==> src/design/bqa_pkg.sv <==
// Shared types and constants for the bounded queue admission block.
package bqa_pkg;

  localparam int TIME_W        = 40;
  localparam int ARRIVAL_W     = 32;
  localparam int DURATION_W    = 32;
  localparam int LIMIT_W       = 6;
  localparam int QUEUE_DEPTH_DEF = 64;

  // APB register map
  localparam int APB_ADDR_W    = 3;
  localparam int APB_DATA_W    = 32;
  localparam logic REG_QUEUE_LIMIT = 1'b0;  // register index, paddr[2]
  localparam logic [LIMIT_W-1:0] QUEUE_LIMIT_RST = 6'd63;

  typedef struct packed {
    logic [ARRIVAL_W-1:0]  arrival_time;
    logic [DURATION_W-1:0] duration;
  } job_t;

  typedef struct packed {
    logic              accepted;
    logic [TIME_W-1:0] finish_time;
  } result_t;

endpackage

==> src/design/bqa_ram.sv <==
// Generic single-write, single-read RAM with registered read data.
module bqa_ram #(
  parameter int WIDTH = 40,
  parameter int DEPTH = 64
) (
  input  logic                     clk,
  input  logic                     we,
  input  logic [$clog2(DEPTH)-1:0] waddr,
  input  logic [WIDTH-1:0]         wdata,
  input  logic [$clog2(DEPTH)-1:0] raddr,
  output logic [WIDTH-1:0]         rdata
);

  logic [WIDTH-1:0] mem [DEPTH];

  always_ff @(posedge clk) begin
    if (we) begin
      mem[waddr] <= wdata;
    end
    rdata <= mem[raddr];
  end

endmodule

==> src/design/bqa_regs.sv <==
// APB configuration register: queue_limit.
module bqa_regs (
  input  logic                             clk,
  input  logic                             rst,
  input  logic                             psel,
  input  logic                             penable,
  input  logic                             pwrite,
  input  logic [bqa_pkg::APB_ADDR_W-1:0]   paddr,
  input  logic [bqa_pkg::APB_DATA_W-1:0]   pwdata,
  output logic [bqa_pkg::APB_DATA_W-1:0]   prdata,
  output logic                             pready,
  output logic [bqa_pkg::LIMIT_W-1:0]      queue_limit
);
  import bqa_pkg::*;

  logic wr_en;

  assign pready = 1'b1;
  assign wr_en  = psel && penable && pwrite && (paddr[2] == REG_QUEUE_LIMIT);

  always_ff @(posedge clk) begin
    if (rst) begin
      queue_limit <= QUEUE_LIMIT_RST;
    end else if (wr_en) begin
      queue_limit <= pwdata[LIMIT_W-1:0];
    end
  end

  // Only one register; unmapped index reads zero.
  always_comb begin
    prdata = '0;
    if (paddr[2] == REG_QUEUE_LIMIT) begin
      prdata = APB_DATA_W'(queue_limit);
    end
  end

endmodule

==> src/design/bqa_ctrl.sv <==
// Sequencer and shared compare/add datapath over the finish-time FIFO.
module bqa_ctrl #(
  parameter int QUEUE_DEPTH = bqa_pkg::QUEUE_DEPTH_DEF
) (
  input  logic                        clk,
  input  logic                        rst,
  input  logic [bqa_pkg::LIMIT_W-1:0] queue_limit,
  input  logic                        job_valid,
  output logic                        job_stall,
  input  bqa_pkg::job_t               job,
  output logic                        result_valid,
  input  logic                        result_stall,
  output bqa_pkg::result_t            result
);
  import bqa_pkg::*;

  localparam int PTR_W = $clog2(QUEUE_DEPTH);
  localparam int OCC_W = $clog2(QUEUE_DEPTH + 1);
  localparam int CMP_W = OCC_W + LIMIT_W;

  localparam logic [1:0] S_IDLE  = 2'd0;
  localparam logic [1:0] S_WAIT  = 2'd1;
  localparam logic [1:0] S_CHECK = 2'd2;
  localparam logic [1:0] S_DONE  = 2'd3;

  logic [1:0]            state;
  logic [ARRIVAL_W-1:0]  arrival;
  logic [DURATION_W-1:0] dur;
  logic [PTR_W-1:0]      head;
  logic [PTR_W-1:0]      tail;
  logic [OCC_W-1:0]      occ;
  logic [TIME_W-1:0]     last_finish;
  result_t               res;

  logic [TIME_W-1:0]     head_fin;
  logic                  pop;
  logic                  admit;
  logic [TIME_W-1:0]     base;
  logic [TIME_W:0]       sum;
  logic [TIME_W-1:0]     fin;
  logic                  push;
  logic                  out_free;

  function automatic logic [PTR_W-1:0] wrap_inc(input logic [PTR_W-1:0] p);
    if (p == PTR_W'(QUEUE_DEPTH - 1)) begin
      return '0;
    end
    return p + 1'b1;
  endfunction

  bqa_ram #(
    .WIDTH(TIME_W),
    .DEPTH(QUEUE_DEPTH)
  ) u_fifo (
    .clk  (clk),
    .we   (push),
    .waddr(tail),
    .wdata(fin),
    .raddr(head),
    .rdata(head_fin)
  );

  // head entry expired: at or before this arrival
  assign pop   = (occ != '0) && (head_fin <= TIME_W'(arrival));
  assign admit = (CMP_W'(occ) <= CMP_W'(queue_limit)) && (occ != OCC_W'(QUEUE_DEPTH));
  assign base  = (occ == '0) ? TIME_W'(arrival) : last_finish;
  assign sum   = (TIME_W + 1)'(base) + (TIME_W + 1)'(dur);
  assign fin   = sum[TIME_W] ? {TIME_W{1'b1}} : sum[TIME_W-1:0];
  assign push  = (state == S_CHECK) && !pop && admit;

  assign job_stall = (state != S_IDLE);
  assign out_free  = !result_valid || !result_stall;

  always_ff @(posedge clk) begin
    if (rst) begin
      state        <= S_IDLE;
      head         <= '0;
      tail         <= '0;
      occ          <= '0;
      last_finish  <= '0;
      result_valid <= 1'b0;
    end else begin
      if (state == S_DONE && out_free) begin
        result_valid <= 1'b1;
      end else if (result_valid && !result_stall) begin
        result_valid <= 1'b0;
      end
      case (state)
        S_IDLE: begin
          if (job_valid) begin
            state <= S_WAIT;
          end
        end
        S_WAIT: begin
          state <= S_CHECK;
        end
        S_CHECK: begin
          if (pop) begin
            head  <= wrap_inc(head);
            occ   <= occ - 1'b1;
            state <= S_WAIT;
          end else begin
            if (admit) begin
              tail        <= wrap_inc(tail);
              occ         <= occ + 1'b1;
              last_finish <= fin;
            end
            state <= S_DONE;
          end
        end
        S_DONE: begin
          if (out_free) begin
            state <= S_IDLE;
          end
        end
        default: begin
          state <= S_IDLE;
        end
      endcase
    end
  end

  // payload registers
  always_ff @(posedge clk) begin
    if (state == S_IDLE && job_valid) begin
      arrival <= job.arrival_time;
      dur     <= job.duration;
    end
    if (state == S_CHECK && !pop) begin
      res.accepted    <= admit;
      res.finish_time <= admit ? fin : '0;
    end
    if (state == S_DONE && out_free) begin
      result <= res;
    end
  end

endmodule

==> src/design/bounded_queue_admission.sv <==
// Top level: bounded queue admission with APB configuration.
// A job is latched in IDLE, then the FIFO head is read (WAIT) and compared
// (CHECK); each expired finish time drained from the head costs one RAM read
// and one compare before the admit decision, then DONE loads the result beat.
// One job at a time: job_stall is high from the accepted job until the result is loaded.
// Reset (rst, synchronous): empty queue, last finish 0, queue_limit 63.
module bounded_queue_admission #(
  parameter int QUEUE_DEPTH = bqa_pkg::QUEUE_DEPTH_DEF
) (
  input  logic                           clk,
  input  logic                           rst,
  // job channel
  input  logic                           job_valid,
  output logic                           job_stall,
  input  bqa_pkg::job_t                  job,
  // result channel
  output logic                           result_valid,
  input  logic                           result_stall,
  output bqa_pkg::result_t               result,
  // APB config
  input  logic                           psel,
  input  logic                           penable,
  input  logic                           pwrite,
  input  logic [bqa_pkg::APB_ADDR_W-1:0] paddr,
  input  logic [bqa_pkg::APB_DATA_W-1:0] pwdata,
  output logic [bqa_pkg::APB_DATA_W-1:0] prdata,
  output logic                           pready
);
  import bqa_pkg::*;

  logic [LIMIT_W-1:0] queue_limit;

  // queue_limit lives at byte address 0; only paddr[2] is decoded
  bqa_regs u_regs (
    .clk        (clk),
    .rst        (rst),
    .psel       (psel),
    .penable    (penable),
    .pwrite     (pwrite),
    .paddr      (paddr),
    .pwdata     (pwdata),
    .prdata     (prdata),
    .pready     (pready),
    .queue_limit(queue_limit)
  );

  // Sequencer: latch job, then read/compare head entry, popping expired
  // finish times one at a time, then admit-and-push via the single
  // 41-bit adder with saturation, then hand the beat to the result register.
  bqa_ctrl #(
    .QUEUE_DEPTH(QUEUE_DEPTH)
  ) u_ctrl (
    .clk         (clk),
    .rst         (rst),
    .queue_limit (queue_limit),
    .job_valid   (job_valid),
    .job_stall   (job_stall),
    .job         (job),
    .result_valid(result_valid),
    .result_stall(result_stall),
    .result      (result)
  );

endmodule

==> config.mk <==
export PLATFORM = sky130hd
export DESIGN_NAME = bounded_queue_admission
export DESIGN_NICKNAME = d
export VERILOG_FILES = /design/src/design/bqa_pkg.sv /design/src/design/bqa_ram.sv /design/src/design/bqa_regs.sv /design/src/design/bqa_ctrl.sv /design/src/design/bounded_queue_admission.sv
export SDC_FILE = /design/constraint.sdc
export NUM_CORES = 2
export LEC_CHECK = 0
export BUFFER_PORTS_ARGS = -buffer_cell sky130_fd_sc_hd__buf_2
export CAP_MARGIN = 20
export CORE_ASPECT_RATIO = 0.75
export CORE_MARGIN = 2
export CORE_UTILIZATION = 38
export DETAILED_ROUTE_END_ITERATION = 16
export PLACE_DENSITY = 0.64
export SYNTH_ARGS = -nofsm -noshare
export SYNTH_HDL_FRONTEND = slang
export SYNTH_HIERARCHICAL = 1
export SYNTH_SLANG_ARGS = --single-unit
==> constraint.sdc <==
create_clock -name clk -period 6.71 [get_ports clk]
set_input_delay 2.013 -clock clk [delete_from_list [all_inputs] [get_ports clk]]
set_output_delay 2.013 -clock clk [all_outputs]
set_load 0.005 [all_outputs]
==> impl_metrics.csv <==
group,metric,value,unit
outcome,status,"finished, final reports clean",
sta,period_needed,6100,ps
pwr,max-vdd-ir-drop,234,uV
yosys,synth_most_common_cell,"edfxtp_1",
place,io_buffers,126,
route,routed_via_density,5.79,
route,highest_layer,"met5",
route,postRouteWirelength,277,mm
clock_network,cts_inserted_buffers,245,
route,drt_pass1_iterations,6,
setup_path,startpoint_type,"flop",
clock_network,cts_setup_buffers,0,
clock_network,cts_max_level,4,
die,core_area,286000,um^2
route,vias,55600,
route,wl_met1,121,mm
min_path,hp-class,"flop to flop",
clock_network,root_buffer,"clkbuf_16",
clock_network,cts.sinks,2814,
route,met3WireLength,28.0,mm
setup_path,crit_arrival,6660,ps
yosys,synth_ff_type,"edfxtp_1",
sta,layout_setup_ws,611,ps
sta,period_share,90.9,%
sta,slew_viol_final,0,
pwr,p_per_area,308,nW/um^2
sta,setup_viol,0,
yosys,synth_edf_count,2706,
cells_and_area,fin_nets,5809,
yosys,postSynthAreaPerCell,20.5,um^2
yosys,ys_seq_elements,2814,
sta,tightest_slew,1240,ps
yosys,synth.distinct_cells,74,
route,drc_errors,0,
route,wl_per_cell,28.8,um
sta,hold_viol,0,
yosys,ys_warn_count,6,
die,die_w,623,um
clock_network,cts_hold_buf,0,
yosys,yosysSeqAreaShare,76.4,%
grt,grt.overflow.total,0,
grt,grt_usage,18.7,%
job,drv_cap,0,
setup_path,critPathMaxFanout,33,
yosys,synth_common_cells,"2,706 x edfxtp_1, 608 x mux4_2, 233 x nor2_1, 151 x a21oi_1, 144 x o22ai_1",
sta,fin_setup_tns,0,ps
grt,grt_max_degree,113,
route,wl_met2,123,mm
yosys,yosysTopAreaCell,"edfxtp_1",
cells_and_area,syn_to_final_growth,13.2,%
sta,fin_skew,57.8,ps
place,placed_area,116000,um^2
sta,grt_setup_unrepaired,"false",
yosys,synth_area,109000,um^2
pwr,power.leakage,37.7,nW
place,dp_slack,805,ps
setup_path,cp-end-kind,"flop",
yosys,async_flop_share,0,%
die,die_h,468,um
die,dieArea,292000,um^2
route,ant_nets,0,
route,drt_iter0_drc,7385,
cells_and_area,fin_area,124000,um^2
yosys,ys_top_cells_by_area,"edfxtp_1 74%, mux4_2 13%, dfxtp_1 2.0%",
sta,slew_headroom,16.8,%
setup_path,crit_type,"flop to flop",
sta,max_freq,164,MHz
yosys,synth_cells,5323,
place,finalWeightedCongestion,0.872,
die,row_count,170,
cells_and_area,final_layout_size_suffix_gt1_share,25.3,%
grt,antenna_found_initial,10,
clock_network,clock_latency,900,ps
clock_network,clock_path_buffers,4,
place,dpl.hpwl,160,mm
clock_network,clkTransAtPathRegs,70,ps
setup_path,cp_data_required_time,7270,ps
die,top_level_ports,182,
grt,grt_pass1_wl,394,mm
grt,grt_pass1_vias,53800,
yosys,synth_top_area_share,74.4,%
clock_network,tritoncts,"built",
clock_network,cts_resized,0,
die,initial_core_util,38.2,%
## layer usage
metal / global-route usage, % / up-vias
met5: 0 / -
met4: 3.99 / 4
met3: 3.31 / 362
met2: 27.6 / 2853
met1: 28.8 / 29700
li1: - / 22700
## layout make-up
class                      instances  area [um^2]
timing repair buffer             342         2790
clock inverter                   135         1300
antenna                            4         10.0
multi-input combinational       2139        24500
tap                             3784         4730
clock buffer                     308         6540
sequential                      2814        83400
inverter                          82          308
fill                           24200       162000
## power breakdown
group	internal, mW	switching [mW]
sequential	21.0	0.0877
combinational	0.508	2.37
clock	7.80	6.24
total	29.3	8.70
## worst paths after layout
kind	startpoint	to	slack (ps)	cells after the start
setup reg to reg	u_ctrl/occ[2]$_SDFFE_PP0P_	u_ctrl/u_fifo/mem[13][12]$_DFFE_PP_	610	16
hold reg to reg	u_ctrl/res[11]$_SDFFCE_PN0P_	u_ctrl/result[11]$_DFFE_PP_	420	0
setup / recovery	u_ctrl/occ[2]$_SDFFE_PP0P_	u_ctrl/u_fifo/mem[13][12]$_DFFE_PP_	610	16
hold / removal	u_ctrl/res[11]$_SDFFCE_PN0P_	u_ctrl/result[11]$_DFFE_PP_	420	0
## cell families after synthesis
family / synth area share (%)
fa+ha+maj: 0.919
flops: 76.4
simple gates: 2.50
mux: 14.2
compound gates: 3.91
xor+xnor: 0.297
other cells: 0.00688
buf+inv: 1.82
## state kept, by name, summed over array words and instances, names as in the netlist, 2 cells and up
name,flops
u_ctrl/u_fifo/mem,2560
u_ctrl/res,41
u_ctrl/result,41
u_ctrl/last_finish,40
u_ctrl/u_fifo/rdata,40
u_ctrl/arrival,32
u_ctrl/dur,32
u_ctrl/occ,7
u_ctrl/head,6
u_ctrl/tail,6
u_regs/queue_limit,6
u_ctrl/state,2
## layout by cell type (no fill, tap or decap), types with 24 or more instances in the layout
cell type / instances
inv_1: 62
edfxtp_1: 2706
nand3_1: 33
mux4_2: 608
o22a_1: 26
bufinv_16: 24
nand2_1: 107
mux2i_1: 130
clkbuf_16: 248
o221ai_1: 43
o22ai_1: 144
o21ai_0: 61
clkinv_1: 56
nor2_1: 169
dfxtp_1: 102
a211oi_1: 43
nor2_4: 64
buf_2: 129
a21oi_1: 149
buf_4: 170
nor4_1: 36
clkbuf_1: 49
clkinv_2: 51
xnor2_1: 24
ha_1: 77
buf_12: 42
a221oi_1: 36
mux2_2: 41
conb_1: 27
## worst max-delay path, stage by stage (launching register included)
cell and delay (ps):
dfxtp_1 360, nor4_1 430, nand2_2 380, buf_4 320, nand2_1 80, o21ai_0 90
ha_1 230, a21oi_1 240, o21ai_0 230, a211oi_1 570, o221ai_1 300, nor2_2 330
nor2b_2 170, buf_12 200, nor2_1 400, clkinv_1 840, buf_4 540
## per-stage QoR
stage / hold WS (ps) / total power, mW / instances / util, %
5_1_grt: 422 / 39.2 / 9605 / 43.2
3_3_place_gp: 406 / 24.2 / 9157 / 40.5
4_1_cts: 419 / 38.3 / 9603 / 43.2
6_report: 420 / 38.0 / 9608 / 43.2
2_1_floorplan: 400 / 23.0 / 5348 / -
3_5_place_dp: 405 / 24.4 / 9160 / 40.5
(Power assumes the default switching activity.)
